File: config.mk
export PLATFORM = sky130hd
export DESIGN_NAME = closest_pair_chebyshev_gap
export DESIGN_NICKNAME = d
export VERILOG_FILES = /design/src/cpcg_pkg.sv /design/src/closest_pair_chebyshev_gap.sv
export SDC_FILE = /design/constraint.sdc
export NUM_CORES = 2
export LEC_CHECK = 0
export BUFFER_PORTS_ARGS = -buffer_cell sky130_fd_sc_hd__buf_2
export CAP_MARGIN = 40
export CORE_ASPECT_RATIO = 1.75
export CORE_UTILIZATION = 30
export DETAILED_ROUTE_END_ITERATION = 16
export HOLD_SLACK_MARGIN = 0.05
export SYNTH_ARGS = -nofsm -noshare
export SYNTH_HDL_FRONTEND = slang
export SYNTH_SLANG_ARGS = --single-unit
File: constraint.sdc
create_clock -name i_clk -period 6.2 [get_ports i_clk]
set_input_delay 0.93 -clock i_clk [delete_from_list [all_inputs] [get_ports i_clk]]
set_output_delay 0.93 -clock i_clk [all_outputs]
set_load 0.01 [all_outputs]
File: src/cpcg_pkg.sv
package cpcg_pkg;

    localparam int CPCG_COORD_BITS = 10;
    localparam int CPCG_IDX_BITS   = 6;
    localparam int CPCG_ERR_BITS   = 2;
    localparam int CPCG_MAX_POINTS = 64;

    localparam logic [CPCG_ERR_BITS-1:0] ERR_OK       = 2'd0;
    localparam logic [CPCG_ERR_BITS-1:0] ERR_EMPTY    = 2'd1;
    localparam logic [CPCG_ERR_BITS-1:0] ERR_OVERFLOW = 2'd2;

    typedef struct packed {
        logic                       second_set;
        logic [CPCG_COORD_BITS-1:0] point_x;
        logic [CPCG_COORD_BITS-1:0] point_y;
        logic                       end_of_job;
    } t_item;

    typedef struct packed {
        logic [CPCG_COORD_BITS-1:0] hop_distance;
        logic [CPCG_IDX_BITS-1:0]   first_index;
        logic [CPCG_IDX_BITS-1:0]   second_index;
        logic [CPCG_ERR_BITS-1:0]   error_code;
    } t_result;

endpackage

File: src/closest_pair_chebyshev_gap.sv
// Busy stays low while loading, and a new load item is taken every cycle.
// An end-of-job item with both sets filled starts the pair scan, which reads one pair per cycle
// from the two point memories, then passes through three pipeline stages before o_valid rises.
// An end-of-job item with an empty set raises o_valid on the next cycle. The result strobe
// lasts one cycle and cannot be stalled.
// Reset (synchronous, active low) empties both sets and clears the overflow flag.
module closest_pair_chebyshev_gap #(
    parameter int MAX_POINTS = cpcg_pkg::CPCG_MAX_POINTS
) (
    input  logic              i_clk,
    input  logic              i_rst_n,
    input  logic              start,
    input  cpcg_pkg::t_item   i_item,
    output logic              busy,
    output logic              o_valid,
    output cpcg_pkg::t_result o_result
);
    import cpcg_pkg::*;

    // Index and count widths follow the depth of the point memories.
    localparam int IDX_W  = (MAX_POINTS > 1) ? $clog2(MAX_POINTS) : 1;
    localparam int CNT_W  = $clog2(MAX_POINTS + 1);
    localparam int PT_W   = 2 * CPCG_COORD_BITS;
    localparam int SQ_W   = 2 * CPCG_COORD_BITS;
    localparam int DIST_W = SQ_W + 1;

    localparam logic [1:0] ST_IDLE  = 2'd0;
    localparam logic [1:0] ST_SCAN  = 2'd1;
    localparam logic [1:0] ST_DRAIN = 2'd2;

    // Each memory word holds one point as {x, y}.
    logic [PT_W-1:0] r_first_mem  [MAX_POINTS];
    logic [PT_W-1:0] r_second_mem [MAX_POINTS];
    logic [PT_W-1:0] r_first_rd;
    logic [PT_W-1:0] r_second_rd;

    logic [1:0]       r_state;
    logic [CNT_W-1:0] r_first_count;
    logic [CNT_W-1:0] r_second_count;
    logic             r_overflow;
    logic [IDX_W-1:0] r_i;
    logic [IDX_W-1:0] r_j;
    logic [IDX_W-1:0] r_last_i;
    logic [IDX_W-1:0] r_last_j;

    // Scan pipeline: memory read, absolute gaps, squares.
    logic                       r_v1;
    logic                       r_v2;
    logic                       r_v3;
    logic                       r_last1;
    logic                       r_last2;
    logic                       r_last3;
    logic [IDX_W-1:0]           r_i1;
    logic [IDX_W-1:0]           r_j1;
    logic [IDX_W-1:0]           r_i2;
    logic [IDX_W-1:0]           r_j2;
    logic [IDX_W-1:0]           r_i3;
    logic [IDX_W-1:0]           r_j3;
    logic [CPCG_COORD_BITS-1:0] r_dx;
    logic [CPCG_COORD_BITS-1:0] r_dy;
    logic [SQ_W-1:0]            r_sq_x;
    logic [SQ_W-1:0]            r_sq_y;
    logic [CPCG_COORD_BITS-1:0] r_hop3;

    // Best pair found so far.
    logic                       r_have;
    logic [DIST_W-1:0]          r_best_d;
    logic [IDX_W-1:0]           r_best_i;
    logic [IDX_W-1:0]           r_best_j;
    logic [CPCG_COORD_BITS-1:0] r_best_hop;

    logic                       accept;
    logic                       first_full;
    logic                       second_full;
    logic                       wr_first;
    logic                       wr_second;
    logic [CNT_W-1:0]           n_first_count;
    logic [CNT_W-1:0]           n_second_count;
    logic                       n_overflow;
    logic [IDX_W-1:0]           n_last_i;
    logic [IDX_W-1:0]           n_last_j;
    logic                       end_empty;
    logic                       end_scan;
    logic                       issue;
    logic                       last_issue;
    logic                       finish;
    logic                       take;
    logic [DIST_W-1:0]          sum_sq;
    logic [PT_W-1:0]            pt_in;
    logic [CPCG_COORD_BITS-1:0] ax;
    logic [CPCG_COORD_BITS-1:0] ay;
    logic [CPCG_COORD_BITS-1:0] bx;
    logic [CPCG_COORD_BITS-1:0] by;

    assign busy   = (r_state != ST_IDLE);
    assign accept = start && !busy;

    // A point sent to a full set is dropped and remembered as an overflow.
    assign first_full     = (r_first_count == CNT_W'(MAX_POINTS));
    assign second_full    = (r_second_count == CNT_W'(MAX_POINTS));
    assign wr_first       = accept && !i_item.second_set && !first_full;
    assign wr_second      = accept && i_item.second_set && !second_full;
    assign n_first_count  = r_first_count + CNT_W'(wr_first);
    assign n_second_count = r_second_count + CNT_W'(wr_second);
    assign n_overflow     = r_overflow
                          | (accept && (i_item.second_set ? second_full : first_full));
    assign n_last_i       = IDX_W'(n_first_count - CNT_W'(1));
    assign n_last_j       = IDX_W'(n_second_count - CNT_W'(1));
    assign pt_in          = {i_item.point_x, i_item.point_y};

    assign end_empty = accept && i_item.end_of_job
                     && ((n_first_count == '0) || (n_second_count == '0));
    assign end_scan  = accept && i_item.end_of_job && !end_empty;

    // One pair address goes out per cycle while scanning, second set innermost.
    assign issue      = (r_state == ST_SCAN);
    assign last_issue = issue && (r_i == r_last_i) && (r_j == r_last_j);

    assign ax = r_first_rd[PT_W-1:CPCG_COORD_BITS];
    assign ay = r_first_rd[CPCG_COORD_BITS-1:0];
    assign bx = r_second_rd[PT_W-1:CPCG_COORD_BITS];
    assign by = r_second_rd[CPCG_COORD_BITS-1:0];

    // Strict compare keeps the earliest pair in scan order among equal distances.
    assign sum_sq = DIST_W'(r_sq_x) + DIST_W'(r_sq_y);
    assign take   = r_v3 && (!r_have || (sum_sq < r_best_d));
    assign finish = (r_state == ST_DRAIN) && r_v3 && r_last3;

    // Point memories: one write port for loading, one registered read port for the scan.
    // The scan starts the cycle after the end-of-job write, so it sees that point.
    always_ff @(posedge i_clk) begin
        if (wr_first) begin
            r_first_mem[r_first_count[IDX_W-1:0]] <= pt_in;
        end
        r_first_rd <= r_first_mem[r_i];
    end

    always_ff @(posedge i_clk) begin
        if (wr_second) begin
            r_second_mem[r_second_count[IDX_W-1:0]] <= pt_in;
        end
        r_second_rd <= r_second_mem[r_j];
    end

    // Control state.
    always_ff @(posedge i_clk) begin
        if (!i_rst_n) begin
            r_state        <= ST_IDLE;
            r_first_count  <= '0;
            r_second_count <= '0;
            r_overflow     <= 1'b0;
            r_v1           <= 1'b0;
            r_v2           <= 1'b0;
            r_v3           <= 1'b0;
            r_have         <= 1'b0;
            o_valid        <= 1'b0;
        end else begin
            o_valid <= 1'b0;
            r_v1    <= issue;
            r_v2    <= r_v1;
            r_v3    <= r_v2;
            if (take) begin
                r_have <= 1'b1;
            end
            case (r_state)
                ST_IDLE: begin
                    if (accept) begin
                        r_first_count  <= n_first_count;
                        r_second_count <= n_second_count;
                        r_overflow     <= n_overflow;
                    end
                    if (end_empty) begin
                        o_valid        <= 1'b1;
                        r_first_count  <= '0;
                        r_second_count <= '0;
                        r_overflow     <= 1'b0;
                    end
                    if (end_scan) begin
                        r_state <= ST_SCAN;
                        r_i     <= '0;
                        r_j     <= '0;
                        r_have  <= 1'b0;
                    end
                end
                ST_SCAN: begin
                    if (r_j == r_last_j) begin
                        r_j <= '0;
                        r_i <= r_i + IDX_W'(1);
                    end else begin
                        r_j <= r_j + IDX_W'(1);
                    end
                    if (last_issue) begin
                        r_state <= ST_DRAIN;
                    end
                end
                ST_DRAIN: begin
                    if (finish) begin
                        o_valid        <= 1'b1;
                        r_state        <= ST_IDLE;
                        r_first_count  <= '0;
                        r_second_count <= '0;
                        r_overflow     <= 1'b0;
                    end
                end
                default: begin
                    r_state <= ST_IDLE;
                end
            endcase
        end
    end

    // Scan datapath and result payload.
    always_ff @(posedge i_clk) begin
        if (end_scan) begin
            r_last_i <= n_last_i;
            r_last_j <= n_last_j;
        end

        r_i1    <= r_i;
        r_j1    <= r_j;
        r_last1 <= last_issue;

        r_dx    <= (ax >= bx) ? (ax - bx) : (bx - ax);
        r_dy    <= (ay >= by) ? (ay - by) : (by - ay);
        r_i2    <= r_i1;
        r_j2    <= r_j1;
        r_last2 <= r_last1;

        r_sq_x  <= SQ_W'(r_dx) * SQ_W'(r_dx);
        r_sq_y  <= SQ_W'(r_dy) * SQ_W'(r_dy);
        r_hop3  <= (r_dx > r_dy) ? r_dx : r_dy;
        r_i3    <= r_i2;
        r_j3    <= r_j2;
        r_last3 <= r_last2;

        if (take) begin
            r_best_d   <= sum_sq;
            r_best_i   <= r_i3;
            r_best_j   <= r_j3;
            r_best_hop <= r_hop3;
        end

        if (end_empty) begin
            o_result.hop_distance <= '0;
            o_result.first_index  <= '0;
            o_result.second_index <= '0;
            o_result.error_code   <= ERR_EMPTY;
        end else if (finish) begin
            // The last pair may itself be the winner, so look past the best registers.
            o_result.hop_distance <= take ? r_hop3 : r_best_hop;
            o_result.first_index  <= CPCG_IDX_BITS'(take ? r_i3 : r_best_i);
            o_result.second_index <= CPCG_IDX_BITS'(take ? r_j3 : r_best_j);
            o_result.error_code   <= r_overflow ? ERR_OVERFLOW : ERR_OK;
        end
    end

endmodule

==> flow_summary.ini <==
[status]
outcome = finished, final reports clean

[logic_synthesis]
yosysWarningCount = 0
netlist.area_leader.share_pct = 68.4
synth_top_family_by_area = multiplexers
synth_xor_area_share_pct = 0.857
synth_seq_cells = 2820
synthFlopType = edfxtp_1
avgSynthCellArea_sq_um = 20.7
post_synth_num_cell_types = 70
synth-simple-area-share_pct = 2.56
synthMuxAreaShare_pct = 17.2
synth_top_cells_by_area = edfxtp_1 68%, mux4_2 17%, dfxtp_1 3.8%, ha_1 2.1%, fa_1 1.7%
syn_inst = 5534
synth_top_area_cell = edfxtp_1
synth_enable_flop_cells = 2605
synth_nets = 5849
synth_compound_area_share_pct = 1.63
synth_fa_ha_area_share_pct = 3.81
seq_area_frac_synth_pct = 72.1
synth-async-reset-ratio_pct = 0
netlist_area_sq_um = 114000

[global_route]
grt_pass1_vias = 58113
grt_max_degree = 114
antenna_found_initial = 42
grt_usage_pct = 15.6
grt.overflow.total = 0
grt_pass1_wl_mm = 429

[floorplan]
io_pins = 51
die_h_um = 819
die_width_um = 469
coreArea_sq_um = 379000
rows = 299
dieArea_sq_um = 384000
start_util_pct = 30.2

[worst_setup_path]
critPathSlowestCell = a221oi_1
worstPathArrival_ns = 6.19
cp_num_buf_inv = 1
crit_required_ns = 6.97
max_stage_delay_ns = 0.60
rrSetupSlack_ns = 0.79
crit_path_frequent_cell = fa_1
end_kind = flip-flop
startpoint_type = flip-flop
crit_type = flip-flop to flip-flop
critPathTopFamily = adder cells
crit_chain = clkinv_1 -> nor2_1 -> fa_1 -> fa_1 -> ha_1 -> fa_1 -> fa_1 -> ha_1 -> a21o_1 -> a221oi_1 -> o211ai_1 -> nand2_1 -> o21ai_0 -> a21oi_1 -> xnor2_1
crit_path_max_fanout = 9

[sta]
hold_viol = 0
max-slew-margin-rel_pct = 33.2
fin_ws_ns = 0.786
tns_ns = 0
fin_crit_sh_pct = 87.3
fin_crit_ns = 5.41
worst_pin_slew_ns = 1.00
max_freq_ghz = 0.185
slew_violations = 0
fin_skew_ns = 0.0874
rsz0062_at_grt = false
finalSetupViolCount = 0

[route]
vias = 55109
wire_per_inst_um = 27.2
first_pass_iters = 5
antenna_left = 0
drt_drc_violations_left = 0
drt-initial-drc-count = 5021
wirelength_mm = 302
routed_via_density = 4.96

[clock_tree]
cts_tree = yes
cts-hold-fix-buffers = 0
cts_resized = 0
clock_tree.root_cell = clkbuf_16
clkLatencyLatePin_ns = 0.91
clock_sinks = 2820
cts_made_buffers = 229
clk_pin_slew_ns = 0.07
cts_buffer_depth = 4
htreeDepth = 4
cts_setup_buffers = 0

[place]
gp_congestion = 0.845
port_buffers = 50
dpl-instance-area_sq_um = 125000
hpwl_mm = 196
preCtsSetupSlack_ns = 0.829

[pwr]
p_leak_nw = 42.4
peakVddDrop_v = 0.000250
p_per_area_nw_per_um2 = 318

[finish]
area_growth_pct = 16.0
final_area_sq_um = 133000
layout-drive-gt1-share_pct = 27.2
final_nets = 6108

[min_path]
hp-class = flip-flop to flip-flop

[flow_run]
maxCapViolations = 0
## layer usage
metal,track usage [%],vias to the layer above,share of wire (%)
met4,9.22,4,6.0
met2,29.5,1615,56
met1,16.6,29874,34
met5,0,-,0.0089
li1,-,23158,-
met3,1.45,458,3.9
## final timing paths
check / start / to / cells past startpoint
max reg2reg: r_dy[5] / r_sq_y[16] / 15
min: r_last1 / r_last2 / 0
min reg2reg: r_last1 / r_last2 / 0
max: r_dy[5] / r_sq_y[16] / 15
## through the flow
step | std cells | utilization (%) | hold WS [ns] | power (W)
finish | 11119 | 35.0 | 0.324 | 0.0422
global route | 11114 | 35.0 | 0.333 | 0.0439
CTS | 10941 | 34.9 | 0.327 | 0.0425
detailed placement | 10526 | 32.8 | 0.312 | 0.0274
global placement | 10391 | 32.0 | 0.312 | 0.0273
floorplan | 5534 | - | 0.310 | 0.0257
## logic make-up after synthesis
family | after synthesis
adders and majority gates | 290
DFF | 2820
muxes | 912
AOI/OAI and AO/OA | 295
and+or+nand+nor | 614
buffers and inverters | 491
xor gates and xnor gates | 112
## synthesized netlist by cell type, types with 12 or more instances
| cell type | count |
|---|---|
| edfxtp_1 | 2605 |
| mux4_2 | 840 |
| inv_1 | 224 |
| nor2_1 | 218 |
| dfxtp_1 | 215 |
| ha_1 | 192 |
| clkbuf_1 | 153 |
| nand2_1 | 119 |
| fa_1 | 98 |
| a21oi_1 | 95 |
| nand3_1 | 78 |
| xnor2_1 | 70 |
| buf_2 | 52 |
| o21ai_0 | 47 |
| xor2_1 | 42 |
| and2_1 | 40 |
| mux2i_1 | 38 |
| a21o_1 | 36 |
| and3_1 | 35 |
| nor2b_1 | 30 |
| a22oi_1 | 29 |
| buf_4 | 29 |
| buf_1 | 22 |
| mux2_1 | 22 |
| a31oi_1 | 18 |
| nor3_1 | 17 |
| nand2b_1 | 16 |
| o21a_1 | 14 |
| nand3b_1 | 13 |
| mux2_2 | 12 |
| nand4_1 | 12 |
## sequential cells by signal (all words and copies together) (netlist names), 19 cells and up
signal	cells
r_first_mem	1280
o_result	24
r_first_rd	20
r_sq_y	19
r_second_rd	20
r_second_mem	1280
r_best_d	21
r_sq_x	19
## cell usage in the layout, fill, tap and decap left out, types with 29 or more instances in the layout
cell type  count
a21o_1        36
a21oi_1       95
a22oi_1       29
and2_1        40
and3_1        34
buf_12        80
buf_16        51
buf_2         31
buf_4        116
bufinv_16     38
clkbuf_1      37
clkbuf_16    231
clkinv_1      47
clkinv_2      32
dfxtp_1      215
diode_2      176
edfxtp_1    2605
fa_1          98
ha_1         192
inv_1        224
mux2i_1       38
mux4_2       840
nand2_1      119
nand3_1       78
nor2_1        90
nor2_4       111
nor2b_1       30
o21ai_0       47
xnor2_1       70
xor2_1        42
## cell type report
| class | instances | area, sq um |
|---|---|---|
| Tap cell | 4966 | 6210 |
| Multi-Input combinational cell | 2223 | 30700 |
| Clock inverter | 143 | 1740 |
| Sequential cell | 2820 | 82500 |
| Antenna cell | 176 | 440 |
| Fill cell | 34920 | 247000 |
| Inverter | 226 | 848 |
| Timing Repair Buffer | 293 | 4250 |
| Clock buffer | 272 | 5970 |
## worst register-to-register path, cell delays in order, from the launching register on
cell and delay, ns:
dfxtp_1 0.42, clkinv_1 0.36, nor2_1 0.33, fa_1 0.50
fa_1 0.48, ha_1 0.30, fa_1 0.51, fa_1 0.43
ha_1 0.36, a21o_1 0.23, a221oi_1 0.60, o211ai_1 0.24
nand2_1 0.14, o21ai_0 0.09, a21oi_1 0.21, xnor2_1 0.14
## power by group
part	total, W	switching (W)	internal (W)
clock network	0.0153	0.00682	0.00847
registers	0.0212	0.000131	0.0211
logic	0.00575	0.00340	0.00236
total	0.0422	0.0103	0.0319
No activity file was read; power rests on OpenSTA's default activity.
